$ cat src/sv/owbm_pkg.sv
// ----------------------------------------------------------------------------
// owbm_pkg
// Types, codes and the CRC8 helper shared by the one-wire bus master.
// ----------------------------------------------------------------------------
package owbm_pkg;

    localparam int CFG_INDEX_W = 3;
    localparam int CFG_DATA_W  = 10;

    localparam logic [7:0] CRC_POLY = 8'h8C;

    typedef enum logic [3:0] {
        PH_IDLE     = 4'd0,
        PH_RST_LOW  = 4'd1,
        PH_RST_WAIT = 4'd2,
        PH_RST_FIN  = 4'd3,
        PH_WR_LOW   = 4'd4,
        PH_WR_GAP   = 4'd5,
        PH_WR_REC   = 4'd6,
        PH_RD_LOW   = 4'd7,
        PH_RD_WAIT  = 4'd8,
        PH_RD_REC   = 4'd9
    } t_phase;

    typedef enum logic [1:0] {
        OP_RESET = 2'd0,
        OP_WRITE = 2'd1,
        OP_READ  = 2'd2
    } t_op;

    typedef enum logic [CFG_INDEX_W-1:0] {
        REG_RESET_LOW       = 3'd0,
        REG_PRESENCE_WAIT   = 3'd1,
        REG_PRESENCE_FINISH = 3'd2,
        REG_WR_ZERO_LOW     = 3'd3,
        REG_WR_ONE_LOW      = 3'd4,
        REG_WR_RECOVERY     = 3'd5,
        REG_RD_SAMPLE       = 3'd6,
        REG_RD_RECOVERY     = 3'd7
    } t_reg_idx;

    typedef struct packed {
        logic [9:0] reset_low;
        logic [7:0] presence_wait;
        logic [9:0] presence_finish;
        logic [7:0] wr_zero_low;
        logic [7:0] wr_one_low;
        logic [7:0] wr_recovery;
        logic [7:0] rd_sample;
        logic [7:0] rd_recovery;
    } t_cfg;

    typedef struct packed {
        logic       line_level;
        logic       cmd_valid;
        logic [1:0] req_type;
        logic [7:0] wr_byte;
    } t_tick;

    typedef struct packed {
        logic       drive_low;
        logic       busy_res;
        logic       done_res;
        logic       presence_ok;
        logic [7:0] rd_byte;
        logic [7:0] crc_value;
        logic       cmd_dropped;
    } t_result;

    // Dallas CRC8, reflected, one byte LSB first
    function automatic logic [7:0] crc8_byte(input logic [7:0] crc_in, input logic [7:0] data);
        logic [7:0] c;
        logic [7:0] d;
        logic       mix;
        c   = crc_in;
        d   = data;
        mix = 1'b0;
        for (int j = 0; j < 8; j++) begin
            mix = c[0] ^ d[0];
            c   = {1'b0, c[7:1]};
            if (mix) begin
                c = c ^ CRC_POLY;
            end
            d = {1'b0, d[7:1]};
        end
        return c;
    endfunction

endpackage

$ cat src/sv/owbm_seq.sv
// ----------------------------------------------------------------------------
// owbm_seq
// Slot sequencer: phase, tick timer, bit shifter and CRC, one tick per beat.
// ----------------------------------------------------------------------------
module owbm_seq #(
    parameter int TIMER_BITS       = 10,
    parameter int READ_START_TICKS = 1
) (
    input  logic              i_clk,
    input  logic              i_rst_n,
    input  logic              i_en,
    input  owbm_pkg::t_cfg    i_cfg,
    input  owbm_pkg::t_tick   i_tick,
    output owbm_pkg::t_result o_result
);
    import owbm_pkg::*;

    localparam int DW = (TIMER_BITS > 10) ? TIMER_BITS : 10;
    localparam logic [DW-1:0] TMAX = DW'((1 << TIMER_BITS) - 1);
    localparam logic [TIMER_BITS-1:0] TIMER_ONE = TIMER_BITS'(1);
    localparam logic [TIMER_BITS-1:0] RD_START  = TIMER_BITS'(READ_START_TICKS);

    // zero acts as one tick, long values saturate
    function automatic logic [TIMER_BITS-1:0] dur(input logic [9:0] v);
        logic [DW-1:0] w;
        w = DW'(v);
        if (w == '0) begin
            w = DW'(1);
        end
        if (w > TMAX) begin
            w = TMAX;
        end
        return w[TIMER_BITS-1:0];
    endfunction

    t_phase                r_phase,    n_phase;
    logic [TIMER_BITS-1:0] r_timer,    n_timer;
    logic [2:0]            r_bit_cnt,  n_bit_cnt;
    logic [7:0]            r_shift,    n_shift;
    t_op                   r_op,       n_op;
    logic                  r_presence, n_presence;
    logic [7:0]            r_rd_byte,  n_rd_byte;
    logic [7:0]            r_crc,      n_crc;
    logic                  n_done;

    logic                  drive;
    logic                  busy;
    logic                  dropped;

    logic [TIMER_BITS-1:0] zero_len;
    logic [TIMER_BITS-1:0] one_len;
    logic [7:0]            wr_shifted;

    assign zero_len   = dur({2'b00, i_cfg.wr_zero_low});
    assign one_len    = dur({2'b00, i_cfg.wr_one_low});
    assign wr_shifted = {1'b0, r_shift[7:1]};

    // next state
    always_comb begin
        n_phase    = r_phase;
        n_timer    = r_timer;
        n_bit_cnt  = r_bit_cnt;
        n_shift    = r_shift;
        n_op       = r_op;
        n_presence = r_presence;
        n_rd_byte  = r_rd_byte;
        n_crc      = r_crc;
        n_done     = 1'b0;

        if (r_phase != PH_IDLE) begin
            if (r_timer > TIMER_ONE) begin
                n_timer = r_timer - TIMER_ONE;
            end else begin
                case (r_phase)
                    PH_RST_LOW: begin
                        n_phase = PH_RST_WAIT;
                        n_timer = dur({2'b00, i_cfg.presence_wait});
                    end
                    PH_RST_WAIT: begin
                        n_presence = ~i_tick.line_level;
                        n_phase    = PH_RST_FIN;
                        n_timer    = dur(i_cfg.presence_finish);
                    end
                    PH_RST_FIN: begin
                        n_phase = PH_IDLE;
                        n_timer = '0;
                        n_done  = 1'b1;
                    end
                    PH_WR_LOW: begin
                        if (r_shift[0] && (zero_len > one_len)) begin
                            n_phase = PH_WR_GAP;
                            n_timer = zero_len - one_len;
                        end else begin
                            n_phase = PH_WR_REC;
                            n_timer = dur({2'b00, i_cfg.wr_recovery});
                        end
                    end
                    PH_WR_GAP: begin
                        n_phase = PH_WR_REC;
                        n_timer = dur({2'b00, i_cfg.wr_recovery});
                    end
                    PH_WR_REC, PH_RD_REC: begin
                        if (r_phase == PH_WR_REC) begin
                            n_shift = wr_shifted;
                        end
                        if (r_bit_cnt == 3'd7) begin
                            if (r_op == OP_READ) begin
                                n_rd_byte = r_shift;
                                n_crc     = crc8_byte(r_crc, r_shift);
                            end
                            n_phase   = PH_IDLE;
                            n_timer   = '0;
                            n_bit_cnt = '0;
                            n_done    = 1'b1;
                        end else begin
                            n_bit_cnt = r_bit_cnt + 3'd1;
                            if (r_op == OP_WRITE) begin
                                n_phase = PH_WR_LOW;
                                n_timer = wr_shifted[0] ? one_len : zero_len;
                            end else begin
                                n_phase = PH_RD_LOW;
                                n_timer = RD_START;
                            end
                        end
                    end
                    PH_RD_LOW: begin
                        n_phase = PH_RD_WAIT;
                        n_timer = dur({2'b00, i_cfg.rd_sample});
                    end
                    PH_RD_WAIT: begin
                        n_shift = {i_tick.line_level, r_shift[7:1]};
                        n_phase = PH_RD_REC;
                        n_timer = dur({2'b00, i_cfg.rd_recovery});
                    end
                    default: begin
                        n_phase = PH_IDLE;
                        n_timer = '0;
                    end
                endcase
            end
        end else if (i_tick.cmd_valid) begin
            case (i_tick.req_type)
                OP_RESET: begin
                    n_op      = OP_RESET;
                    n_bit_cnt = '0;
                    n_crc     = '0;
                    n_phase   = PH_RST_LOW;
                    n_timer   = dur(i_cfg.reset_low);
                end
                OP_WRITE: begin
                    n_op      = OP_WRITE;
                    n_bit_cnt = '0;
                    n_shift   = i_tick.wr_byte;
                    n_phase   = PH_WR_LOW;
                    n_timer   = i_tick.wr_byte[0] ? one_len : zero_len;
                end
                OP_READ: begin
                    n_op      = OP_READ;
                    n_bit_cnt = '0;
                    n_shift   = '0;
                    n_phase   = PH_RD_LOW;
                    n_timer   = RD_START;
                end
                default: begin
                    // unknown request: ignore silently
                end
            endcase
        end
    end

    // tick outputs from the current phase
    always_comb begin
        drive   = 1'b0;
        busy    = 1'b0;
        dropped = 1'b0;
        if (r_phase != PH_IDLE) begin
            busy    = 1'b1;
            dropped = i_tick.cmd_valid;
            drive   = (r_phase inside {PH_RST_LOW, PH_WR_LOW, PH_RD_LOW});
        end else if (i_tick.cmd_valid && (i_tick.req_type inside {OP_RESET, OP_WRITE, OP_READ})) begin
            busy = 1'b1;
        end
    end

    always_comb begin
        o_result.drive_low   = drive;
        o_result.busy_res    = busy;
        o_result.done_res    = n_done;
        o_result.presence_ok = n_presence;
        o_result.rd_byte     = n_rd_byte;
        o_result.crc_value   = n_crc;
        o_result.cmd_dropped = dropped;
    end

    always_ff @(posedge i_clk) begin
        if (!i_rst_n) begin
            r_phase    <= PH_IDLE;
            r_timer    <= '0;
            r_bit_cnt  <= '0;
            r_shift    <= '0;
            r_op       <= OP_RESET;
            r_presence <= 1'b0;
            r_rd_byte  <= '0;
            r_crc      <= '0;
        end else if (i_en) begin
            r_phase    <= n_phase;
            r_timer    <= n_timer;
            r_bit_cnt  <= n_bit_cnt;
            r_shift    <= n_shift;
            r_op       <= n_op;
            r_presence <= n_presence;
            r_rd_byte  <= n_rd_byte;
            r_crc      <= n_crc;
        end
    end

endmodule

$ cat src/sv/one_wire_bus_master.sv
// ----------------------------------------------------------------------------
// one_wire_bus_master
// One-wire bus master: reset/presence, byte write, byte read with CRC8.
// ----------------------------------------------------------------------------
//  channel | direction | handshake             | beat
//  --------+-----------+-----------------------+-----------------------------------
//  in      | to block  | i_in_valid/o_in_stall | one tick: level + optional command
//  out     | from block| o_out_valid/i_out_stall| one result per tick
//  cfg     | to block  | i_cfg_valid/o_cfg_ready| register index + data
//
//  One tick per clock cycle while o_in_stall is low; the result of a tick is
//  registered and appears the cycle after it is accepted.
//  The output register takes a new result while its old one is being taken,
//  so o_in_stall rises only when that register is full and i_out_stall is high.
//  Synchronous active-low reset returns the sequencer to idle and the timing
//  registers to their defaults; o_cfg_ready is always high.
// ----------------------------------------------------------------------------
module one_wire_bus_master #(
    parameter int TIMER_BITS       = 10,
    parameter int READ_START_TICKS = 1
) (
    input  logic                              i_clk,
    input  logic                              i_rst_n,

    input  logic                              i_in_valid,
    output logic                              o_in_stall,
    input  logic                              i_line_level,
    input  logic                              i_cmd_valid,
    input  logic [1:0]                        i_req_type,
    input  logic [7:0]                        i_wr_byte,

    output logic                              o_out_valid,
    input  logic                              i_out_stall,
    output logic                              o_drive_low,
    output logic                              o_busy_res,
    output logic                              o_done_res,
    output logic                              o_presence_ok,
    output logic [7:0]                        o_rd_byte,
    output logic [7:0]                        o_crc_value,
    output logic                              o_cmd_dropped,

    input  logic                              i_cfg_valid,
    output logic                              o_cfg_ready,
    input  logic [owbm_pkg::CFG_INDEX_W-1:0]  i_cfg_index,
    input  logic [owbm_pkg::CFG_DATA_W-1:0]   i_cfg_data
);
    import owbm_pkg::*;

    t_cfg    r_cfg;
    t_tick   tick;
    t_result result;
    t_result r_out;
    logic    r_out_valid;
    logic    in_accept;

    assign o_cfg_ready = 1'b1;
    assign o_in_stall  = r_out_valid && i_out_stall;
    assign in_accept   = i_in_valid && !o_in_stall;

    assign tick.line_level = i_line_level;
    assign tick.cmd_valid  = i_cmd_valid;
    assign tick.req_type   = i_req_type;
    assign tick.wr_byte    = i_wr_byte;

    always_ff @(posedge i_clk) begin
        if (!i_rst_n) begin
            r_cfg.reset_low       <= 10'd480;
            r_cfg.presence_wait   <= 8'd70;
            r_cfg.presence_finish <= 10'd410;
            r_cfg.wr_zero_low     <= 8'd60;
            r_cfg.wr_one_low      <= 8'd1;
            r_cfg.wr_recovery     <= 8'd5;
            r_cfg.rd_sample       <= 8'd14;
            r_cfg.rd_recovery     <= 8'd45;
        end else if (i_cfg_valid && o_cfg_ready) begin
            case (t_reg_idx'(i_cfg_index))
                REG_RESET_LOW:       r_cfg.reset_low       <= i_cfg_data;
                REG_PRESENCE_WAIT:   r_cfg.presence_wait   <= i_cfg_data[7:0];
                REG_PRESENCE_FINISH: r_cfg.presence_finish <= i_cfg_data;
                REG_WR_ZERO_LOW:     r_cfg.wr_zero_low     <= i_cfg_data[7:0];
                REG_WR_ONE_LOW:      r_cfg.wr_one_low      <= i_cfg_data[7:0];
                REG_WR_RECOVERY:     r_cfg.wr_recovery     <= i_cfg_data[7:0];
                REG_RD_SAMPLE:       r_cfg.rd_sample       <= i_cfg_data[7:0];
                REG_RD_RECOVERY:     r_cfg.rd_recovery     <= i_cfg_data[7:0];
                default: begin
                end
            endcase
        end
    end

    owbm_seq #(
        .TIMER_BITS       (TIMER_BITS),
        .READ_START_TICKS (READ_START_TICKS)
    ) u_seq (
        .i_clk    (i_clk),
        .i_rst_n  (i_rst_n),
        .i_en     (in_accept),
        .i_cfg    (r_cfg),
        .i_tick   (tick),
        .o_result (result)
    );

    // output register: load on accept, drop once taken
    always_ff @(posedge i_clk) begin
        if (!i_rst_n) begin
            r_out_valid <= 1'b0;
        end else if (in_accept) begin
            r_out_valid <= 1'b1;
        end else if (!i_out_stall) begin
            r_out_valid <= 1'b0;
        end
    end

    always_ff @(posedge i_clk) begin
        if (in_accept) begin
            r_out <= result;
        end
    end

    assign o_out_valid   = r_out_valid;
    assign o_drive_low   = r_out.drive_low;
    assign o_busy_res    = r_out.busy_res;
    assign o_done_res    = r_out.done_res;
    assign o_presence_ok = r_out.presence_ok;
    assign o_rd_byte     = r_out.rd_byte;
    assign o_crc_value   = r_out.crc_value;
    assign o_cmd_dropped = r_out.cmd_dropped;

endmodule

$ cat config.mk
export PLATFORM = sky130hd
export DESIGN_NAME = one_wire_bus_master
export DESIGN_NICKNAME = d
export VERILOG_FILES = /design/src/sv/owbm_pkg.sv /design/src/sv/owbm_seq.sv /design/src/sv/one_wire_bus_master.sv
export SDC_FILE = /design/constraint.sdc
export NUM_CORES = 1
export LEC_CHECK = 0
export BUFFER_PORTS_ARGS = -buffer_cell sky130_fd_sc_hd__buf_2
export CAP_MARGIN = 10
export CORE_UTILIZATION = 60
export CTS_BUF_LIST = sky130_fd_sc_hd__clkbuf_4
export DETAILED_ROUTE_END_ITERATION = 8
export GPL_TIMING_DRIVEN = 0
export PLACE_DENSITY = 0.79
export SETUP_SLACK_MARGIN = 0.02
export SLEW_MARGIN = 30
export SYNTH_ARGS = -nofsm -noshare
export SYNTH_HDL_FRONTEND = slang
export SYNTH_SLANG_ARGS = --single-unit
$ cat constraint.sdc
create_clock -name i_clk -period 9.01 [get_ports i_clk]
set_input_delay 0.901 -clock i_clk [delete_from_list [all_inputs] [get_ports i_clk]]
set_output_delay 0.901 -clock i_clk [all_outputs]
set_load 0.01 [all_outputs]
Yosys cells after proc, flatten, opt, wreduce, memory -nomap -nowiden:

Index checks and enable logic that the tools add are counted.
Widths: inputs -> output; s select.

* add/subtract/negate cells: 3
* order comparisons: 11
* eq/ne operators: 26
* multiplexer cells: 133
* bitwise operators: 18
* reductions and logical operators: 38

Operators with widths (count)
* $mux 8: 65
* $mux 10: 41
* $gt 10x10->1 const B: 7
* $pmux 10 s7: 1
* $logic_not 8->1: 6
* $pmux 8 s2: 2
* $pmux 10 s3: 1
* $pmux 4 s7: 1
* $not 2->3: 8
* $gt 8x10->1 const B: 2
* $logic_not 10->1: 2
* $mux 3: 6
* $eq 4x3->1 const B: 4
* $mux 4: 4
* $reduce_and 2->1: 8
* $eq 3x3->1 const B: 5
* $pmux 4 s3: 1
* $gt 10x1->1 const B: 1
* $gt 10x10->1: 1
* $sub 10x1->10 const B: 1
* $sub 10x10->10: 1
* $reduce_bool 3->1: 3
* $eq 4x2->1 const B: 2
* $eq 4x4->1 const B: 2
* other kinds (27): 54

* register bits after elaboration: 134
* input port bits: 30
* word-level logic and storage cells: 253

Longest topological paths before layout:

* depth after elaboration: 56
* gate-level depth with buffers: 13
* gate-level depth less buffers: 12

Hierarchy:

A second synthesis with hierarchy kept.

* cells, all modules: 855
* area, all modules: 7742.4 sq um

Modules (own cells, without submodules)
* owbm_seq: instances 1, cells each 576, area an instance 4359.2 sq um
* one_wire_bus_master: instances 1, cells each 279, area an instance 3383.2 sq um

Least setup slack after synthesis:

No wires, ideal clock.

* path kind: flip-flop to flip-flop
* start: register r_cfg[34] in the netlist's numbering
* end: register u_seq.r_timer[9]
* arrival time: 2.894 ns
* slack: 6.042 ns
* stages on the path, launching flop included: 12
* path buffers: 1
* cell sequence: dfxtp_1 -> nor4_1 -> a21oi_1 -> ha_1 -> inv_1 -> fa_1 -> a211oi_1 -> o21a_1 -> or4b_2 -> clkbuf_1 -> or4_1 -> a31oi_1

* cells in the longest elaborated chain, start to end: 10
* elaborated cells on any way between the ends: 17
* classes of those cells: add/sub (1); order compare (2); mux (12); reduce/logical (2)

RTL lines
* start, declared: line one_wire_bus_master.sv:49 `t_cfg r_cfg;`
* $logic_not 8->1: line owbm_seq.sv:27 `if (w == '0) begin`
* $mux 8 *: line owbm_seq.sv:27
* $gt 8x10->1: line owbm_seq.sv:30 `if (w > TMAX) begin`
* $mux 10 *: line owbm_seq.sv:30
* $gt 10x10->1 / $mux 10 (equally long branches): line owbm_seq.sv:90, owbm_seq.sv:119
* $logic_and 1x1->1 / $mux 10 (equally long branches): line owbm_seq.sv:90, owbm_seq.sv:117
* $mux 10 (on tied branches): line owbm_seq.sv:90, owbm_seq.sv:106
* $pmux 10 s7: line owbm_seq.sv:74 `case (r_phase)`
* $mux 10: line owbm_seq.sv:71 `if (r_timer > TIMER_ONE) begin`
* $mux 10 *: line owbm_seq.sv:70 `if (r_phase != PH_IDLE) begin`
* end signal, assigned: line owbm_seq.sv:207 `r_timer <= n_timer;`
* end, declared: line owbm_seq.sv:37 `logic [TIMER_BITS-1:0] r_timer, n_timer;`

Mark *: on every way between the ends. The rest lies on a longest branch, timed or not. The select of a mux whose other input is x is not followed.
A chain may end at the register's enable or synchronous reset.

Worst setup path after layout:

* start: register r_cfg[37] in the netlist's numbering
* end: register u_seq.r_timer[4]

The elaborated chain is that of the path after synthesis.

==> impl_summary.txt <==
----------------------------------------------------
[Outcome]
  Result of the run ... completed

[Synthesis]
  Synthesized netlist net count ... 963
  Yosys warning count ... 0
  Post-synthesis cell area ... 7310 µm²
  Number of unique standard cell types used by synthesis ... 73
  Main flop type after synthesis ... sky130_fd_sc_hd__dfxtp_1
  Synthesized area divided by synthesized cell count ... roughly 8 µm²
  Leading cell types by total area after synthesis ... sky130_fd_sc_hd__dfxtp_1 (31%), sky130_fd_sc_hd__nand2_1 (9.5%), sky130_fd_sc_hd__edfxtp_1 (8.6%)
  Number of instances in the synthesized netlist ... 915
  Asr flop ratio synth ... 0%
  Synth area leader ... sky130_fd_sc_hd__dfxtp_1
  Yosys reg bits ... 134
  Register area share after synthesis ... about two fifths
  Area share of the largest cell type after synthesis ... between 30% and 40%
  Number of flops mapped to enable cells by yosys ... 21

[Global route]
  Remaining global-route overflow ... 0
  GRT Util Overall ... 35.1%
  Largest net degree at the start of global routing ... 29
  Number of global-route vias before repair ... 6296
  Global-route wire length before repair ... 33600 µm
  Number of antenna violations at the first check in global routing ... 0

[Placement]
  Post-detail-place hpwl ... 15700 µm
  Number of port buffers ... 40
  Area of placed instances ... 7720 µm²
  Post-Place Setup Slack ... between 5 and 6 ns
  Last weighted congestion value of the routability-driven placer ... 0.989
  Placed Cells ... 1099

[Setup path]
  Critical path startpoint ... r_cfg[37]
  Capture point of the worst path ... u_seq.r_timer[4]
  Critical path launch point type ... flop
  CP required ... 9.48 ns
  Critical path data arrival time ... 4.12 ns
  Critical R2R Capture ... u_seq.r_timer[4]
  Endpoint kind of the worst setup timing path ... flop
  Max FO, Critical Path ... 7
  Length in cells of the worst reg-to-reg path ... 12
  Setup slack of the most critical reg-to-reg path ... 5.36 ns
  Critical register-to-register path startpoint ... r_cfg[37]
  Critical path class ... reg2reg

[Job]
  Reported max-cap violation count ... 0

[Cells and area]
  Final-stage net count ... 1023
  Final non-filler cell total ... 1131
  Final core occ ... between 60% and 70%
  Count of inserted antenna diode cells ... 0
  Final cell area excluding filler cells ... about 8100 µm²
  Ratio of cells with drive above 1 in the final layout ... 10.6%
  Growth of design area from synthesis to finish ... 10.4%

[Timing]
  Skew final ... 0.0179 ns
  Crit path setup slack, layout ... 5.36 ns
  Setup violations, final ... 0
  Setup TNS ... 0 ns
  Slew at the pin with the worst max-slew slack ... 0.989 ns
  Hold Vio Cnt, Final ... 0
  Final Max Tran Viols ... 0
  Hold Slack ... 0.463 ns
  RSZ-0062 raised after global routing ... no
  Worst max-slew margin expressed relative to the limit ... 33.6%
  Highest clock rate ... 0.274 GHz
  Tcrit/Tclk final ... just over 40%
  Time the worst path needs with I/O delays and setup ... ~3.6 ns

[CTS]
  Clock tree from TritonCTS ... built
  Root cell of the clock tree ... sky130_fd_sc_hd__clkbuf_4
  Number of clock sinks seen by CTS ... 134
  Number of clock buffers inserted by TritonCTS ... 17
  Clk slew on worst S/H paths ... 0.12 ns
  Maximum level of the CTS H-tree ... 4
  Worst-case clock buffer depth ... 2
  Postcts setup bufs ... 0
  Clock insertion delay at the later pin of the skew report ... ~0.58 ns
  Cts-stage hold buffer count ... 0
  Resized Gates After CTS ... 0

[Detailed routing]
  DRT Wirelength ... 21500 µm
  Routed length on met3 ... 1760 µm
  Post-detailed-route count of antenna-violating nets ... 0
  Total number of vias ... 7077
  Number of detailed-routing iterations run before antenna repair ... 6
  DRT iter0 DRCs ... 788
  Residual DRC count ... 0
  Top Metal Used ... met4
  Average wire length per cell after detail routing ... approximately 19 µm
  Vias per inst ... 6.26
  Met1 Routed Length ... 9050 µm
  Met2 routed wirelength ... a little under 10000 µm

[Die]
  Die area ... 12600 µm²
  Placement row count ... 39
  Core area ... 11700 µm²
  Die width ... 112 µm
  I/O pin count ... 54
  Die height ... ~110 µm
  Effective utilization at floorplan ... 62.7%

[Power]
  Portion of total power attributed to sequential cells ... 41.1%
  Switching power total ... 585 µW
  Worst VDD drop ... 0.000110 V
  Leak ... between 3 and 4 nW
  Clock power share ... between 20% and 30%
  Cell internal power dissipation ... 1.08 mW
  Combinational power share ... 30.1%
  Switching part of the total power ... a little over a third
  Total Power ... 1.67 mW
  Power per unit of standard cell area ... 207 nW/µm²

[Min path]
  Worst hold path class ... reg2reg
  Hold path startpoint ... u_seq.r_bit_cnt[1]

----------------------------------------------------
==> flip-flops by register name (all words and copies together), names as in the netlist, 2 cells and up <==
| register | count |
|---|---|
| u_seq.r_rd_byte | 8 |
| u_seq.r_shift | 8 |
| u_seq.r_timer | 10 |
| u_seq.r_crc | 8 |
| r_cfg | 68 |
| o_rd_byte | 8 |
| u_seq.r_bit_cnt | 3 |
| o_crc_value | 8 |
| u_seq.r_op | 2 |
| u_seq.r_phase | 4 |
==> routing by layer <==
layer	global-route usage [%]	vias to the layer above
met5	0	-
met4	17.8	0
met3	6.75	73
met2	55.9	361
met1	45.7	3254
li1	-	3389
==> cell usage after synthesis, types with 7 or more instances <==
master	count
sky130_fd_sc_hd__nor4_1	13
sky130_fd_sc_hd__nor2b_1	11
sky130_fd_sc_hd__edfxtp_1	21
sky130_fd_sc_hd__buf_1	12
sky130_fd_sc_hd__o21ai_0	37
sky130_fd_sc_hd__inv_1	18
sky130_fd_sc_hd__nor3_1	27
sky130_fd_sc_hd__xnor2_1	19
sky130_fd_sc_hd__clkbuf_1	39
sky130_fd_sc_hd__a211oi_1	10
sky130_fd_sc_hd__mux2_2	8
sky130_fd_sc_hd__nand2b_1	10
sky130_fd_sc_hd__nand3_1	62
sky130_fd_sc_hd__mux2i_1	22
sky130_fd_sc_hd__ha_1	17
sky130_fd_sc_hd__nand2_1	185
sky130_fd_sc_hd__nor2_1	68
sky130_fd_sc_hd__o31ai_1	7
sky130_fd_sc_hd__or4_1	7
sky130_fd_sc_hd__a21oi_1	76
sky130_fd_sc_hd__a22oi_1	7
sky130_fd_sc_hd__dfxtp_1	113
sky130_fd_sc_hd__a21o_1	11
sky130_fd_sc_hd__xor2_1	9
sky130_fd_sc_hd__and2_1	7
==> power groups by stage <==
stage                     clock network [mW]  registers [mW]  logic [mW]
final                                  0.480           0.687       0.503
after global routing                   0.506           0.691       0.549
after CTS                              0.481           0.684       0.495
after detailed placement                   0           0.698       0.491
after global placement                     0           0.697       0.487
after floorplan                            0           0.692       0.362
==> cell usage in the layout, fill, tap and decap left out, types with 17 or more instances in the layout <==
cell type / synthesis / routed
sky130_fd_sc_hd__edfxtp_1: 21 / 21
sky130_fd_sc_hd__nor2_1: 68 / 68
sky130_fd_sc_hd__o21ai_0: 37 / 37
sky130_fd_sc_hd__dfxtp_1: 113 / 113
sky130_fd_sc_hd__nor3_1: 27 / 26
sky130_fd_sc_hd__nand3_1: 62 / 62
sky130_fd_sc_hd__xnor2_1: 19 / 19
sky130_fd_sc_hd__buf_2: 4 / 44
sky130_fd_sc_hd__nand2_1: 185 / 185
sky130_fd_sc_hd__a21oi_1: 76 / 76
sky130_fd_sc_hd__ha_1: 17 / 17
sky130_fd_sc_hd__clkbuf_4: 0 / 19
sky130_fd_sc_hd__clkbuf_1: 39 / 38
sky130_fd_sc_hd__inv_1: 18 / 18
sky130_fd_sc_hd__mux2i_1: 22 / 22
==> layout make-up <==
cell class                 instances  area (µm²)
clock inverter                    13         205
timing repair buffer              41         220
buffer                            59         254
multi-input combinational        702        4100
tap                              143         179
sequential                       134        2890
fill                            1026        3590
inverter                          20        75.1
clock buffer                      19         143
==> worst min path at each step <==
stage,cells past startpoint,end
2_1_floorplan,2,u_seq.r_presence
3_3_place_gp,2,r_cfg[8]
3_5_place_dp,2,r_cfg[8]
4_1_cts,2,r_cfg[8]
5_1_grt,2,r_cfg[8]
6_report,2,u_seq.r_bit_cnt[1]
==> cell families (layout without fill, tap and decap cells) <==
| group | Yosys count | count (layout) | share of synthesized area (%) |
|---|---|---|---|
| xor gates and xnor gates | 28 | 28 | 3.35 |
| adders and majority gates | 18 | 18 | 3.18 |
| and+or+nand+nor | 416 | 416 | 26.5 |
| muxes | 30 | 30 | 4.24 |
| DFF | 134 | 134 | 39.6 |
| AOI/OAI and AO/OA | 209 | 209 | 18.6 |
| other | 1 | 1 | 0.0513 |
| buffers and inverters | 79 | 152 | 4.48 |
==> worst max-delay path, stage by stage, from the launching register on <==
cell	delay, ns
sky130_fd_sc_hd__dfxtp_1	0.47
sky130_fd_sc_hd__nor3_1	0.09
sky130_fd_sc_hd__a21oi_1	0.38
sky130_fd_sc_hd__ha_1	0.25
sky130_fd_sc_hd__inv_1	0.05
sky130_fd_sc_hd__fa_1	0.42
sky130_fd_sc_hd__a211oi_1	0.39
sky130_fd_sc_hd__o21a_1	0.27
sky130_fd_sc_hd__or4b_2	0.14
sky130_fd_sc_hd__clkbuf_1	0.34
sky130_fd_sc_hd__nor3_1	0.14
sky130_fd_sc_hd__o41ai_1	0.46
sky130_fd_sc_hd__a21oi_1	0.13
Note: power is estimated with default switching activity, not from simulation.
